$ cat config.mk
export PLATFORM = sky130hd
export DESIGN_NAME = ac_current_rms_meter_core
export DESIGN_NICKNAME = d
export VERILOG_FILES = /design/src/acrms_pkg.sv /design/src/acrms_serial_mul.sv /design/src/acrms_serial_div.sv /design/src/acrms_serial_sqrt.sv /design/src/ac_current_rms_meter_core.sv
export SDC_FILE = /design/constraint.sdc
export NUM_CORES = 2
export LEC_CHECK = 0
export BUFFER_PORTS_ARGS = -buffer_cell sky130_fd_sc_hd__buf_2
export CORE_MARGIN = 2
export CORE_UTILIZATION = 40
export DETAILED_ROUTE_END_ITERATION = 10
export GPL_TIMING_DRIVEN = 0
export PLACE_DENSITY = 0.55
export SLEW_MARGIN = 15
export SYNTH_ARGS = -nofsm -noshare
export SYNTH_HDL_FRONTEND = slang
export SYNTH_SLANG_ARGS = --single-unit
$ cat constraint.sdc
create_clock -name clock -period 10.85 [get_ports clock]
set_clock_uncertainty 0.05 [all_clocks]
set_input_delay 1.085 -clock clock [delete_from_list [all_inputs] [get_ports clock]]
set_output_delay 1.085 -clock clock [all_outputs]
set_load 0.01 [all_outputs]
$ cat src/acrms_pkg.sv
package acrms_pkg;

   // shift-add multiplier
   localparam int MUL_A_W = 48;
   localparam int MUL_B_W = 16;
   localparam int MUL_P_W = 64;

   // restoring divider
   localparam int DIV_N_W   = 64;
   localparam int DIV_D_W   = 16;
   localparam int DIV_CNT_W = $clog2(DIV_N_W);

   // bit-pair square root
   localparam int SQ_RAD_W  = 64;
   localparam int SQ_ROOT_W = SQ_RAD_W / 2;
   localparam int SQ_REM_W  = SQ_ROOT_W + 2;
   localparam int SQ_CNT_W  = $clog2(SQ_ROOT_W);

endpackage

$ cat src/acrms_serial_mul.sv
module acrms_serial_mul
   import acrms_pkg::*;
(
   input  logic               clock,
   input  logic               reset,
   input  logic               start,
   input  logic [MUL_A_W-1:0] mcand,
   input  logic [MUL_B_W-1:0] mplier,
   output logic               done,
   output logic [MUL_P_W-1:0] product
);

   logic               run_ff;
   logic [MUL_P_W-1:0] acc_ff;
   logic [MUL_P_W-1:0] shift_ff;
   logic [MUL_B_W-1:0] bits_ff;

   always_ff @(posedge clock) begin
      if (reset) begin
         run_ff <= 1'b0;
      end else if (start) begin
         run_ff   <= 1'b1;
         acc_ff   <= '0;
         shift_ff <= MUL_P_W'(mcand);
         bits_ff  <= mplier;
      end else if (run_ff) begin
         if (bits_ff == '0) begin
            run_ff <= 1'b0;
         end else begin
            if (bits_ff[0]) begin
               acc_ff <= acc_ff + shift_ff;
            end
            shift_ff <= shift_ff << 1;
            bits_ff  <= bits_ff >> 1;
         end
      end
   end

   assign done    = run_ff && (bits_ff == '0);
   assign product = acc_ff;

endmodule

$ cat src/acrms_serial_div.sv
module acrms_serial_div
   import acrms_pkg::*;
(
   input  logic               clock,
   input  logic               reset,
   input  logic               start,
   input  logic [DIV_N_W-1:0] dividend,
   input  logic [DIV_D_W-1:0] divisor,
   output logic               done,
   output logic [DIV_N_W-1:0] quotient
);

   localparam logic [DIV_CNT_W-1:0] CNT_LAST = DIV_CNT_W'(DIV_N_W - 1);

   logic                 run_ff;
   logic                 done_ff;
   logic [DIV_CNT_W-1:0] cnt_ff;
   logic [DIV_D_W-1:0]   rem_ff;
   logic [DIV_D_W-1:0]   div_ff;
   logic [DIV_N_W-1:0]   quo_ff;

   logic [DIV_D_W:0]     trial;
   logic                 fits;
   logic [DIV_D_W-1:0]   rem_in;

   always_comb begin
      trial  = {rem_ff, quo_ff[DIV_N_W-1]};
      fits   = trial >= {1'b0, div_ff};
      rem_in = fits ? DIV_D_W'(trial - {1'b0, div_ff}) : trial[DIV_D_W-1:0];
   end

   always_ff @(posedge clock) begin
      if (reset) begin
         run_ff  <= 1'b0;
         done_ff <= 1'b0;
      end else begin
         done_ff <= 1'b0;
         if (start) begin
            run_ff <= 1'b1;
            cnt_ff <= '0;
            rem_ff <= '0;
            div_ff <= divisor;
            quo_ff <= dividend;
         end else if (run_ff) begin
            rem_ff <= rem_in;
            quo_ff <= {quo_ff[DIV_N_W-2:0], fits};
            cnt_ff <= cnt_ff + 1'b1;
            if (cnt_ff == CNT_LAST) begin
               run_ff  <= 1'b0;
               done_ff <= 1'b1;
            end
         end
      end
   end

   assign done     = done_ff;
   assign quotient = quo_ff;

endmodule

$ cat src/acrms_serial_sqrt.sv
module acrms_serial_sqrt
   import acrms_pkg::*;
(
   input  logic                 clock,
   input  logic                 reset,
   input  logic                 start,
   input  logic [SQ_RAD_W-1:0]  radicand,
   output logic                 done,
   output logic [SQ_ROOT_W-1:0] root
);

   localparam logic [SQ_CNT_W-1:0] CNT_LAST = SQ_CNT_W'(SQ_ROOT_W - 1);

   logic                 run_ff;
   logic                 done_ff;
   logic [SQ_CNT_W-1:0]  cnt_ff;
   logic [SQ_RAD_W-1:0]  rad_ff;
   logic [SQ_REM_W-1:0]  rem_ff;
   logic [SQ_ROOT_W-1:0] root_ff;

   logic [SQ_REM_W+1:0]  rem_sh;
   logic [SQ_REM_W+1:0]  trial;
   logic                 fits;
   logic [SQ_REM_W-1:0]  rem_in;

   always_comb begin
      rem_sh = {rem_ff, rad_ff[SQ_RAD_W-1 -: 2]};
      trial  = {2'b00, root_ff, 2'b01};
      fits   = rem_sh >= trial;
      rem_in = fits ? SQ_REM_W'(rem_sh - trial) : rem_sh[SQ_REM_W-1:0];
   end

   always_ff @(posedge clock) begin
      if (reset) begin
         run_ff  <= 1'b0;
         done_ff <= 1'b0;
      end else begin
         done_ff <= 1'b0;
         if (start) begin
            run_ff  <= 1'b1;
            cnt_ff  <= '0;
            rad_ff  <= radicand;
            rem_ff  <= '0;
            root_ff <= '0;
         end else if (run_ff) begin
            rem_ff  <= rem_in;
            root_ff <= {root_ff[SQ_ROOT_W-2:0], fits};
            rad_ff  <= rad_ff << 2;
            cnt_ff  <= cnt_ff + 1'b1;
            if (cnt_ff == CNT_LAST) begin
               run_ff  <= 1'b0;
               done_ff <= 1'b1;
            end
         end
      end
   end

   assign done = done_ff;
   assign root = root_ff;

endmodule

$ cat src/ac_current_rms_meter_core.sv
// input stall: an ordinary sample holds off the input for two passes of the shift-add
//   multiplier, at one multiplier bit per cycle
// the closing sample adds two 64-step divider passes, a 32-step root and three more
//   multiplies; a start sample is taken without leaving idle
// throughput: one sample at a time; a finished result waits in the output register
// reset: synchronous, active high; registers to defaults, waits for a start sample
module ac_current_rms_meter_core
   import acrms_pkg::*;
#(
   parameter int ADC_WIDTH = 12
) (
   input  logic                 clock,
   input  logic                 reset,
   input  logic                 req_valid,
   output logic                 req_stall,
   input  logic [ADC_WIDTH-1:0] req_sample,
   input  logic                 req_start_req,
   output logic                 rsp_valid,
   input  logic                 rsp_stall,
   output logic [15:0]          rsp_current_rms,
   output logic [15:0]          rsp_apparent_power,
   output logic                 rsp_saturated,
   input  logic                 csr_write,
   input  logic [1:0]           csr_index,
   input  logic [15:0]          csr_data
);

   localparam int Y_W       = 24;
   localparam int MAG_W     = 23;
   localparam int SUM_W     = 48;
   localparam int CNT_W     = 16;
   localparam int DIFF_W    = ADC_WIDTH + 1;
   localparam int T_W       = ((Y_W > ADC_WIDTH + 9) ? Y_W : ADC_WIDTH + 9) + 1;
   localparam int AMP_SHIFT = 8 + ADC_WIDTH;

   localparam logic [MUL_B_W-1:0] COEF_Q16    = 16'd65274;
   localparam logic [MUL_P_W-1:0] ROUND_HALF  = 64'd32768;
   localparam logic [47:0]        Y_LIMIT     = 48'd8388352;
   localparam logic [DIV_D_W-1:0] AMP_DIVISOR = 16'd1000;

   typedef enum logic [1:0] {
      CSR_SAMPLE_COUNT,
      CSR_CALIBRATION,
      CSR_SUPPLY_MV,
      CSR_LINE_VOLTAGE
   } csr_index_type;

   typedef enum logic [3:0] {
      IDLE,
      FILT_ABS,
      FILT_MUL,
      FILT_SAT,
      SQ_GO,
      SQ_MUL,
      COUNT,
      MEAN_DIV,
      ROOT,
      CAL_MUL,
      SUP_MUL,
      AMP_DIV,
      PWR_MUL,
      DELIVER
   } state_type;

   state_type              state_ff;
   logic                   primed_ff;
   logic [ADC_WIDTH-1:0]   prev_ff;
   logic signed [T_W-1:0]  t_ff;
   logic signed [Y_W-1:0]  y_ff;
   logic [MAG_W-1:0]       mag_ff;
   logic [SUM_W-1:0]       sum_ff;
   logic [CNT_W-1:0]       cnt_ff;
   logic                   clip_ff;
   logic [MUL_A_W-1:0]     cur_ff;
   logic [15:0]            pw_ff;

   logic [15:0]            sample_count_ff;
   logic [15:0]            calibration_ff;
   logic [15:0]            supply_mv_ff;
   logic [7:0]             line_voltage_ff;

   logic                   rsp_valid_ff;
   logic [15:0]            rsp_current_rms_ff;
   logic [15:0]            rsp_apparent_power_ff;
   logic                   rsp_saturated_ff;

   logic                   mul_go_ff;
   logic [MUL_A_W-1:0]     mul_a_ff;
   logic [MUL_B_W-1:0]     mul_b_ff;
   logic                   div_go_ff;
   logic [DIV_N_W-1:0]     div_n_ff;
   logic [DIV_D_W-1:0]     div_d_ff;
   logic                   sq_go_ff;
   logic [SQ_RAD_W-1:0]    sq_rad_ff;

   logic                   mul_done;
   logic [MUL_P_W-1:0]     mul_product;
   logic                   div_done;
   logic [DIV_N_W-1:0]     div_quotient;
   logic                   sq_done;
   logic [SQ_ROOT_W-1:0]   sq_root;

   logic                   req_accept;
   logic                   rsp_free;
   logic signed [DIFF_W-1:0] diff;
   logic signed [T_W-1:0]  t_in;
   logic [T_W-1:0]         t_mag;
   logic [MUL_P_W-1:0]     rnd;
   logic [47:0]            mag_full;
   logic                   mag_big;
   logic [MAG_W-1:0]       mag_in;
   logic signed [Y_W-1:0]  mag_s;
   logic signed [Y_W-1:0]  y_in;
   logic [MAG_W:0]         w_sum;
   logic [MUL_B_W-1:0]     w;
   logic [SUM_W:0]         sum_wide;
   logic [15:0]            n_eff;
   logic [MUL_P_W-1:0]     q_shift;
   logic                   pw_big;
   logic                   cur_big;

   acrms_serial_mul u_mul (
      .clock   (clock),
      .reset   (reset),
      .start   (mul_go_ff),
      .mcand   (mul_a_ff),
      .mplier  (mul_b_ff),
      .done    (mul_done),
      .product (mul_product)
   );

   acrms_serial_div u_div (
      .clock    (clock),
      .reset    (reset),
      .start    (div_go_ff),
      .dividend (div_n_ff),
      .divisor  (div_d_ff),
      .done     (div_done),
      .quotient (div_quotient)
   );

   acrms_serial_sqrt u_sqrt (
      .clock    (clock),
      .reset    (reset),
      .start    (sq_go_ff),
      .radicand (sq_rad_ff),
      .done     (sq_done),
      .root     (sq_root)
   );

   always_comb begin
      req_accept = req_valid && !req_stall;
      rsp_free   = !rsp_valid_ff || !rsp_stall;
      diff       = $signed({1'b0, req_sample}) - $signed({1'b0, prev_ff});
      t_in       = T_W'(y_ff) + (T_W'(diff) <<< 8);
      t_mag      = t_ff[T_W-1] ? T_W'(-t_ff) : T_W'(t_ff);
      rnd        = mul_product + ROUND_HALF;
      mag_full   = rnd[63:16];
      mag_big    = mag_full > Y_LIMIT;
      mag_in     = mag_big ? Y_LIMIT[MAG_W-1:0] : mag_full[MAG_W-1:0];
      mag_s      = $signed({1'b0, mag_ff});
      y_in       = t_ff[T_W-1] ? -mag_s : mag_s;
      w_sum      = {1'b0, mag_ff} + (MAG_W + 1)'(128);
      w          = w_sum[MAG_W:8];
      sum_wide   = {1'b0, sum_ff} + (SUM_W + 1)'(mul_product[31:0]);
      n_eff      = (sample_count_ff == '0) ? 16'd1 : sample_count_ff;
      q_shift    = mul_product >> AMP_SHIFT;
      pw_big     = |mul_product[MUL_P_W-1:24];
      cur_big    = |cur_ff[MUL_A_W-1:16];
   end

   always_ff @(posedge clock) begin
      if (reset) begin
         sample_count_ff <= 16'd1480;
         calibration_ff  <= 16'd28442;
         supply_mv_ff    <= 16'd5000;
         line_voltage_ff <= 8'd127;
      end else if (csr_write) begin
         unique case (csr_index_type'(csr_index))
            CSR_SAMPLE_COUNT: sample_count_ff <= csr_data;
            CSR_CALIBRATION:  calibration_ff  <= csr_data;
            CSR_SUPPLY_MV:    supply_mv_ff    <= csr_data;
            CSR_LINE_VOLTAGE: line_voltage_ff <= csr_data[7:0];
         endcase
      end
   end

   always_ff @(posedge clock) begin
      if (reset) begin
         state_ff     <= IDLE;
         primed_ff    <= 1'b0;
         prev_ff      <= '0;
         y_ff         <= '0;
         sum_ff       <= '0;
         cnt_ff       <= '0;
         clip_ff      <= 1'b0;
         rsp_valid_ff <= 1'b0;
         mul_go_ff    <= 1'b0;
         div_go_ff    <= 1'b0;
         sq_go_ff     <= 1'b0;
      end else begin
         mul_go_ff <= 1'b0;
         div_go_ff <= 1'b0;
         sq_go_ff  <= 1'b0;
         if (rsp_valid_ff && !rsp_stall) begin
            rsp_valid_ff <= 1'b0;
         end
         unique case (state_ff)
            IDLE: begin
               if (req_accept) begin
                  if (req_start_req) begin
                     prev_ff   <= req_sample;
                     y_ff      <= '0;
                     sum_ff    <= '0;
                     cnt_ff    <= '0;
                     clip_ff   <= 1'b0;
                     primed_ff <= 1'b1;
                  end else if (primed_ff) begin
                     prev_ff  <= req_sample;
                     t_ff     <= t_in;
                     state_ff <= FILT_ABS;
                  end
               end
            end
            FILT_ABS: begin
               mul_a_ff  <= MUL_A_W'(t_mag);
               mul_b_ff  <= COEF_Q16;
               mul_go_ff <= 1'b1;
               state_ff  <= FILT_MUL;
            end
            FILT_MUL: begin
               if (mul_done) begin
                  state_ff <= FILT_SAT;
               end
            end
            FILT_SAT: begin
               mag_ff <= mag_in;
               if (mag_big) begin
                  clip_ff <= 1'b1;
               end
               state_ff <= SQ_GO;
            end
            SQ_GO: begin
               y_ff      <= y_in;
               mul_a_ff  <= MUL_A_W'(w);
               mul_b_ff  <= w;
               mul_go_ff <= 1'b1;
               state_ff  <= SQ_MUL;
            end
            SQ_MUL: begin
               if (mul_done) begin
                  if (sum_wide[SUM_W]) begin
                     sum_ff  <= '1;
                     clip_ff <= 1'b1;
                  end else begin
                     sum_ff <= sum_wide[SUM_W-1:0];
                  end
                  cnt_ff   <= cnt_ff + 1'b1;
                  state_ff <= COUNT;
               end
            end
            COUNT: begin
               if (cnt_ff >= n_eff) begin
                  div_n_ff  <= DIV_N_W'(sum_ff);
                  div_d_ff  <= n_eff;
                  div_go_ff <= 1'b1;
                  state_ff  <= MEAN_DIV;
               end else begin
                  state_ff <= IDLE;
               end
            end
            MEAN_DIV: begin
               if (div_done) begin
                  sq_rad_ff <= {div_quotient[SUM_W-1:0], 16'd0};
                  sq_go_ff  <= 1'b1;
                  state_ff  <= ROOT;
               end
            end
            ROOT: begin
               if (sq_done) begin
                  mul_a_ff  <= MUL_A_W'(sq_root);
                  mul_b_ff  <= calibration_ff;
                  mul_go_ff <= 1'b1;
                  state_ff  <= CAL_MUL;
               end
            end
            CAL_MUL: begin
               if (mul_done) begin
                  mul_a_ff  <= mul_product[MUL_A_W-1:0];
                  mul_b_ff  <= supply_mv_ff;
                  mul_go_ff <= 1'b1;
                  state_ff  <= SUP_MUL;
               end
            end
            SUP_MUL: begin
               if (mul_done) begin
                  div_n_ff  <= q_shift;
                  div_d_ff  <= AMP_DIVISOR;
                  div_go_ff <= 1'b1;
                  state_ff  <= AMP_DIV;
               end
            end
            AMP_DIV: begin
               if (div_done) begin
                  cur_ff    <= div_quotient[MUL_A_W-1:0];
                  mul_a_ff  <= div_quotient[MUL_A_W-1:0];
                  mul_b_ff  <= MUL_B_W'(line_voltage_ff);
                  mul_go_ff <= 1'b1;
                  state_ff  <= PWR_MUL;
               end
            end
            PWR_MUL: begin
               if (mul_done) begin
                  pw_ff    <= pw_big ? 16'hFFFF : mul_product[23:8];
                  clip_ff  <= clip_ff | pw_big | cur_big;
                  state_ff <= DELIVER;
               end
            end
            DELIVER: begin
               if (rsp_free) begin
                  rsp_current_rms_ff    <= cur_big ? 16'hFFFF : cur_ff[15:0];
                  rsp_apparent_power_ff <= pw_ff;
                  rsp_saturated_ff      <= clip_ff;
                  rsp_valid_ff          <= 1'b1;
                  y_ff                  <= '0;
                  sum_ff                <= '0;
                  cnt_ff                <= '0;
                  clip_ff               <= 1'b0;
                  primed_ff             <= 1'b0;
                  state_ff              <= IDLE;
               end
            end
            default: state_ff <= IDLE;
         endcase
      end
   end

   assign req_stall          = (state_ff != IDLE);
   assign rsp_valid          = rsp_valid_ff;
   assign rsp_current_rms    = rsp_current_rms_ff;
   assign rsp_apparent_power = rsp_apparent_power_ff;
   assign rsp_saturated      = rsp_saturated_ff;

endmodule

### After elaboration in Yosys (flattened, before gate mapping)

Cells that the tools add are included.

| storage, ports and cells | value |
|---|---|
| memory bits (writable) | 0 |
| latch bits | 0 |
| logic and storage cells | 255 |
| output and inout port bits | 35 |
| bits in read-only memories | 0 |
| memories kept | 0 |
| bits of input ports | 36 |
| bits in registers | 887 |

| operators by class | value |
|---|---|
| order comparisons | 4 |
| multiplexer cells | 99 |
| add/subtract/negate cells | 13 |
| shift-type cells | 0 |
| reduce and logical (&&, ||, !) cells | 52 |
| divide/modulo/power cells | 0 |
| bitwise operators | 7 |
| equal/unequal tests | 35 |
| multiply operators | 0 |

Operators with widths:

| kind | number |
|---|---|
| $mux W64 | 11 |
| $mux W48 | 9 |
| $mux W16 | 15 |
| $pmux W48 S5 | 1 |
| $pmux W48 S3 | 1 |
| $pmux W64 S2 | 1 |
| $mux W24 | 4 |
| $pmux W16 S5 | 1 |
| $pmux W24 S3 | 1 |
| $mux W34 | 2 |
| $add A64 B16 Y64 const B | 1 |
| $add A64 B64 Y64 | 1 |
| $pmux W4 S14 | 1 |
| $add A48 B32 Y49 | 1 |
| $gt A48 B23 Y1 const B | 1 |
| $mux W4 | 12 |
| $pmux W16 S3 | 1 |
| $reduce_or A40 Y1 | 1 |
| $ge A36 B34 Y1 | 1 |
| $sub A34 B34 Y34 | 1 |
| $logic_not A16 Y1 | 2 |
| $mux W32 | 1 |
| $pmux W16 S2 | 1 |
| $reduce_or A32 Y1 | 1 |
| 49 further kinds | 138 |

### Depth between registers and ports, before layout

| depth | value |
|---|---|
| depth in word-level cells | 5 |
| gate-level depth with buffers | 20 |
| mapped depth without buffers | 20 |

### By module

From an unflattened synthesis, not the netlist that was laid out.

| unflattened totals | value |
|---|---|
| cells, all modules | 4,304 |
| area, all modules | 46,993.8 µm² |

Modules (own cells, without submodules):

| module | cells each | seq. area each (µm²) | times used | area each (µm²) |
|---|---|---|---|---|
| ac_current_rms_meter_core | 2,344 | 12,962.4 | 1 | 24,491.0 |
| acrms_serial_mul | 933 | 4,344.2 | 1 | 9,791.9 |
| acrms_serial_sqrt | 662 | 4,093.9 | 1 | 7,588.5 |
| acrms_serial_div | 365 | 3,103.0 | 1 | 5,122.4 |

### Least setup slack after synthesis

Ideal clock, no wire load.

| timing path | value |
|---|---|
| path kind | input-to-reg |
| from | in reset |
| to | reg u_sqrt.cnt_ff[0], enable pin |
| library setup time | 598 ps |
| buffers on the path | 3 |
| stages | 4 |
| data arrival time | 6,647 ps |
| path slack | 3,555 ps |
| required time | 10,202 ps |
| path through | clkbuf_1 > clkbuf_1 > clkbuf_1 > nor2_1 |

| between the ends | value |
|---|---|
| longest elaborated chain between the ends | 2 |

Ends and longest elaborated chain:

| item | RTL line | RTL |
|---|---|---|
| start, declared | ac_current_rms_meter_core.sv:13 | `input logic reset,` |
| $not A1 Y1 (no source line) | - |  |
| $reduce_and A2 Y1 (no source line) | - |  |
| end signal, assigned | acrms_serial_sqrt.sv:49 | `cnt_ff <= cnt_ff + 1'b1;` |
| end, declared | acrms_serial_sqrt.sv:16 | `logic [SQ_CNT_W-1:0] cnt_ff;` |

No other way between the ends.
A chain may end at the register's enable or synchronous reset.

### Final worst setup path

| timing path | value |
|---|---|
| from | reg u_mul.acc_ff[15], in the netlist u_mul.product[15] |
| to | reg mag_ff[16] (data pin) |

| between the ends | value |
|---|---|
| longest elaborated chain between the ends | 2 |

Ends and longest elaborated chain:

| item | RTL line | RTL |
|---|---|---|
| start, declared | acrms_serial_mul.sv:14 | `logic [MUL_P_W-1:0] acc_ff;` |
| start signal, assigned | acrms_serial_mul.sv:31 | `acc_ff <= acc_ff + shift_ff;` |
| $add A64 B16 Y64 (*) | ac_current_rms_meter_core.sv:157 | `rnd = mul_product + ROUND_HALF;` |
| $gt A48 B23 Y1 | ac_current_rms_meter_core.sv:159 | `mag_big = mag_full > Y_LIMIT;` |
| end signal, assigned | ac_current_rms_meter_core.sv:237 | `mag_ff <= mag_in;` |
| end, declared | ac_current_rms_meter_core.sv:70 | `logic [MAG_W-1:0] mag_ff;` |

Every way passes the cells marked *; elsewhere a longest branch is shown, timed or not.

==> key figures <==
Run status
  – Status: completed

GRT
  – Grt ovf: 0
  – Largest net degree at the start of global routing: 34
  – Initial antenna violation count: 3
  – Vias in the first global route: 31858
  – GRT Overall Usage: a little under a quarter
  – Global-route wire length before repair: approximately 210 mm

Placed design
  – Final GP Congestion: roughly 0.96
  – Post-DP HPWL: between 100 and 150 mm
  – Place WS: between 5000 and 6000 ps
  – Buffers on Ports: 69
  – DP Area: slightly below 0.05 mm2

CTS
  – Resize count post-CTS: 0
  – Max clock buf depth: 3
  – Worst-Skew Late Latency: 690 ps
  – Clk slew on worst S/H paths: around 60 ps
  – CTS tree: yes
  – TritonCTS buffer count: around 100
  – # hold bufs at CTS: 0
  – H-tree lvl count: 3
  – Clk root buf: clkbuf_16
  – # clock sinks: about 860
  – Post CTS Setup Buffer Count: 0

Timing
  – Final hold vios: 0
  – RSZ-0062 raised after global routing: no
  – Worst Slack Setup Final: roughly 6100 ps
  – Final setup violation count: 0
  – Slew HR: between 20% and 30%
  – F_max: approximately 210 MHz
  – Worst Tran Pin Value: between 1000 and 1500 ps
  – Fin crit period: ~4800 ps
  – Final period util: ~44%
  – Max Slew Vio Count: 0

Detailed routing
  – 1st-iter DRT viols: about 3500
  – Antenna Nets Post-Route: 0
  – Drt total wl: about 140 mm
  – Drc violations: 0
  – DR WL/cell: ~24 um
  – Drt pass-1 iters: 5
  – Vias/cell: between 5 and 6
  – Vias: 33357

Floorplan
  – IO Count: approximately 70
  – Initial Util: between 40% and 50%
  – Die H: ~340 um
  – Die Wd: ~340 um
  – Die area: about 0.12 mm2
  – Core Region: about 0.11 mm2
  – Site row count: 123

Worst hold path
  – Worst Hold Path Cells: 0
  – Hold_sp: div_d_ff[13]
  – Min-Delay Path Class: flip-flop to flip-flop

Synthesis
  – Yosys warns: 0
  – Synth Flop Type: edfxtp_1
  – Ys async rst share: 0%
  – Post-synth EDFFs: slightly below 700
  – Yosys reg bits: 857
  – Post-Syn Nets: 4349
  – Unique masters post-synth: slightly below 100
  – Mapped Cells: between 4000 and 5000
  – Seq/Total Area, Yosys: ~53%
  – Post-Syn Area per Cell: approximately 11 um2
  – Post-Syn Area: between 0.04 and 0.05 mm2

Pwr
  – PwrDens: between 150 and 200 mW/mm2
  – Peak supply drop: about 0.13 mV
  – P_leak: about 19 nW

Finish
  – Final #Nets: around 4600
  – Fill count: about 11000
  – Most frequent cells in the layout: edfxtp_1 (686), nor2_1 (351), nand2_1 (350)
  – Commonest non-fill, non-tap cell in the layout: edfxtp_1
  – Layout Area Growth over Synthesis: 13.71%
  – Post-Route Utilization: a little under half
  – Finished Cell Area: 0.05140 mm2
  – Share of cells above drive strength 1: approximately an eighth
  – Ant. Diodes: 0

Setup path
  – WP buf/inv: 2
  – Critical path's largest stage delay: around 800 ps
  – Type of origin of the critical path: flip-flop
  – Delay-heaviest family, CP: simple AND/OR/NAND/NOR gates
  – CP cell instances: ha_1 > nand4_1 > nor2_1 > clkbuf_1 > and4_1 > nand4_1 > a221oi_1 > o2111ai_1 > nor4_4 > buf_6 > nand3_1
  – CP Class: flip-flop to flip-flop
  – Critical Path RT: around 11000 ps
  – Slowest CP cell: edfxtp_1
  – Highest net fanout along the worst path: 10
  – Reg2Reg Depth: 11
  – Crit. path cell count: 11
  – Cell mode on critical path: nand4_1
  – Arr. time, crit path: 5110 ps
  – Worst setup EP type: flip-flop
  – Worst Setup SP: u_mul.product[15]
  – Worst r2r src: u_mul.product[15]

Run
  – Max cap viols: 0
cell families (layout without fill, tap and decap cells):
group,Yosys count,after routing,synth area share [%]
muxes,265,265,6.433
adders and majority gates,204,204,5.724
and+or+nand+nor,1303,1303,14.06
DFF,857,857,53.14
AOI/OAI and AO/OA,890,890,13.06
xor gates and xnor gates,231,231,4.476
buffers and inverters,360,669,3.097
power breakdown:
part	switching (W)	total [W]	internal, W
Combinational	0.000983	0.00152	0.000542
Sequential	0.000126	0.00388	0.00375
Clock	0.00142	0.00337	0.00195
Total	0.00253	0.00878	0.00625
synth_stat cells (8+ instances only):
cell / instances / area, um2
and2_1: 30 / 187.7
nand3b_1: 28 / 210.2
a21o_1: 100 / 750.7
o22ai_1: 8 / 50.05
nor2_1: 355 / 1333
nor3_1: 85 / 425.4
buf_1: 17 / 63.81
or3_1: 44 / 275.3
a221oi_1: 15 / 131.4
mux2_2: 204 / 2297
o21ai_0: 169 / 845.8
mux2i_1: 61 / 610.6
xor2_1: 95 / 832.1
a221o_1: 10 / 100.1
o21bai_1: 29 / 217.7
inv_1: 160 / 600.6
nand2_1: 350 / 1314
nor2b_1: 82 / 513.0
or2_2: 16 / 100.1
a31oi_1: 17 / 106.4
buf_2: 11 / 55.05
o31ai_1: 27 / 202.7
a211o_1: 12 / 105.1
clkbuf_1: 163 / 611.8
or4_1: 9 / 67.56
xnor2_1: 136 / 1191
nand4_1: 62 / 387.9
nor4_1: 33 / 206.5
o211ai_1: 22 / 165.2
and3_1: 26 / 162.7
nand2b_1: 41 / 256.5
ha_1: 198 / 2477
a22oi_1: 45 / 337.8
and4_1: 8 / 70.07
nor4b_1: 9 / 78.83
a211oi_1: 25 / 187.7
o21a_1: 24 / 180.2
a222oi_1: 17 / 170.2
dfxtp_1: 171 / 3423
a21oi_1: 254 / 1271
a22o_1: 18 / 157.7
edfxtp_1: 686 / 20600
nand3_1: 97 / 485.5
stage by stage:
step	hold WS, ps	total power, W	setup TNS, ps	cells
after floorplan	350.3	0.004948	0	4110
after global placement	352.3	0.005432	-101530	5679
after detailed placement	354.5	0.005448	0	5735
after CTS	361.2	0.008827	0	5919
after global routing	375.3	0.009130	0	5919
final	363.3	0.008776	0	5919
layer usage:
layer  GRT usage (%)  vias to the layer above  wire length, um
li1                -                    15719                -
met1           33.97                    16399            63930
met2           38.31                     1053            64650
met3           2.659                      186             7640
met4           8.021                        0             4612
met5               0                        -                0
flip-flops by register name, summed over array words and instances, names as in the netlist, 24 cells and up:
name,cells
u_sqrt.root,32
u_div.quotient,64
u_mul.shift_ff,64
cur_ff,48
mul_a_ff,48
t_ff,25
u_sqrt.rad_ff,48
div_n_ff,48
sum_ff,48
sq_rad_ff,48
u_sqrt.rem_ff,34
y_ff,24
u_mul.product,64
worst register-to-register path, cell delays in order (launching register included):
cell and delay (ps):
edfxtp_1 790, ha_1 460, nand4_1 230, nor2_1 210, clkbuf_1 550, and4_1 390
nand4_1 110, a221oi_1 350, o2111ai_1 270, nor4_4 600, buf_6 240, nand3_1 210
worst paths after layout:
check | end | slack [ps]
setup / recovery | mag_ff[16] | 6050
hold / removal | u_div.div_ff[13] | 360
setup reg to reg | mag_ff[16] | 6050
hold reg to reg | u_div.div_ff[13] | 360
area by class of cell:
class                           instances  area, um2  area share [%]
Sequential cell                       857      24020           46.74
Multi-Input combinational cell       2893      19890           38.70
Clock buffer                          119       2597           5.053
Tap cell                             1500       1877           3.651
Timing Repair Buffer                  125      964.7           1.877
Buffer                                200      799.5           1.555
Clock inverter                         65      645.6           1.256
Inverter                              160      600.6           1.168
Note: power is estimated with default switching activity, not from simulation.
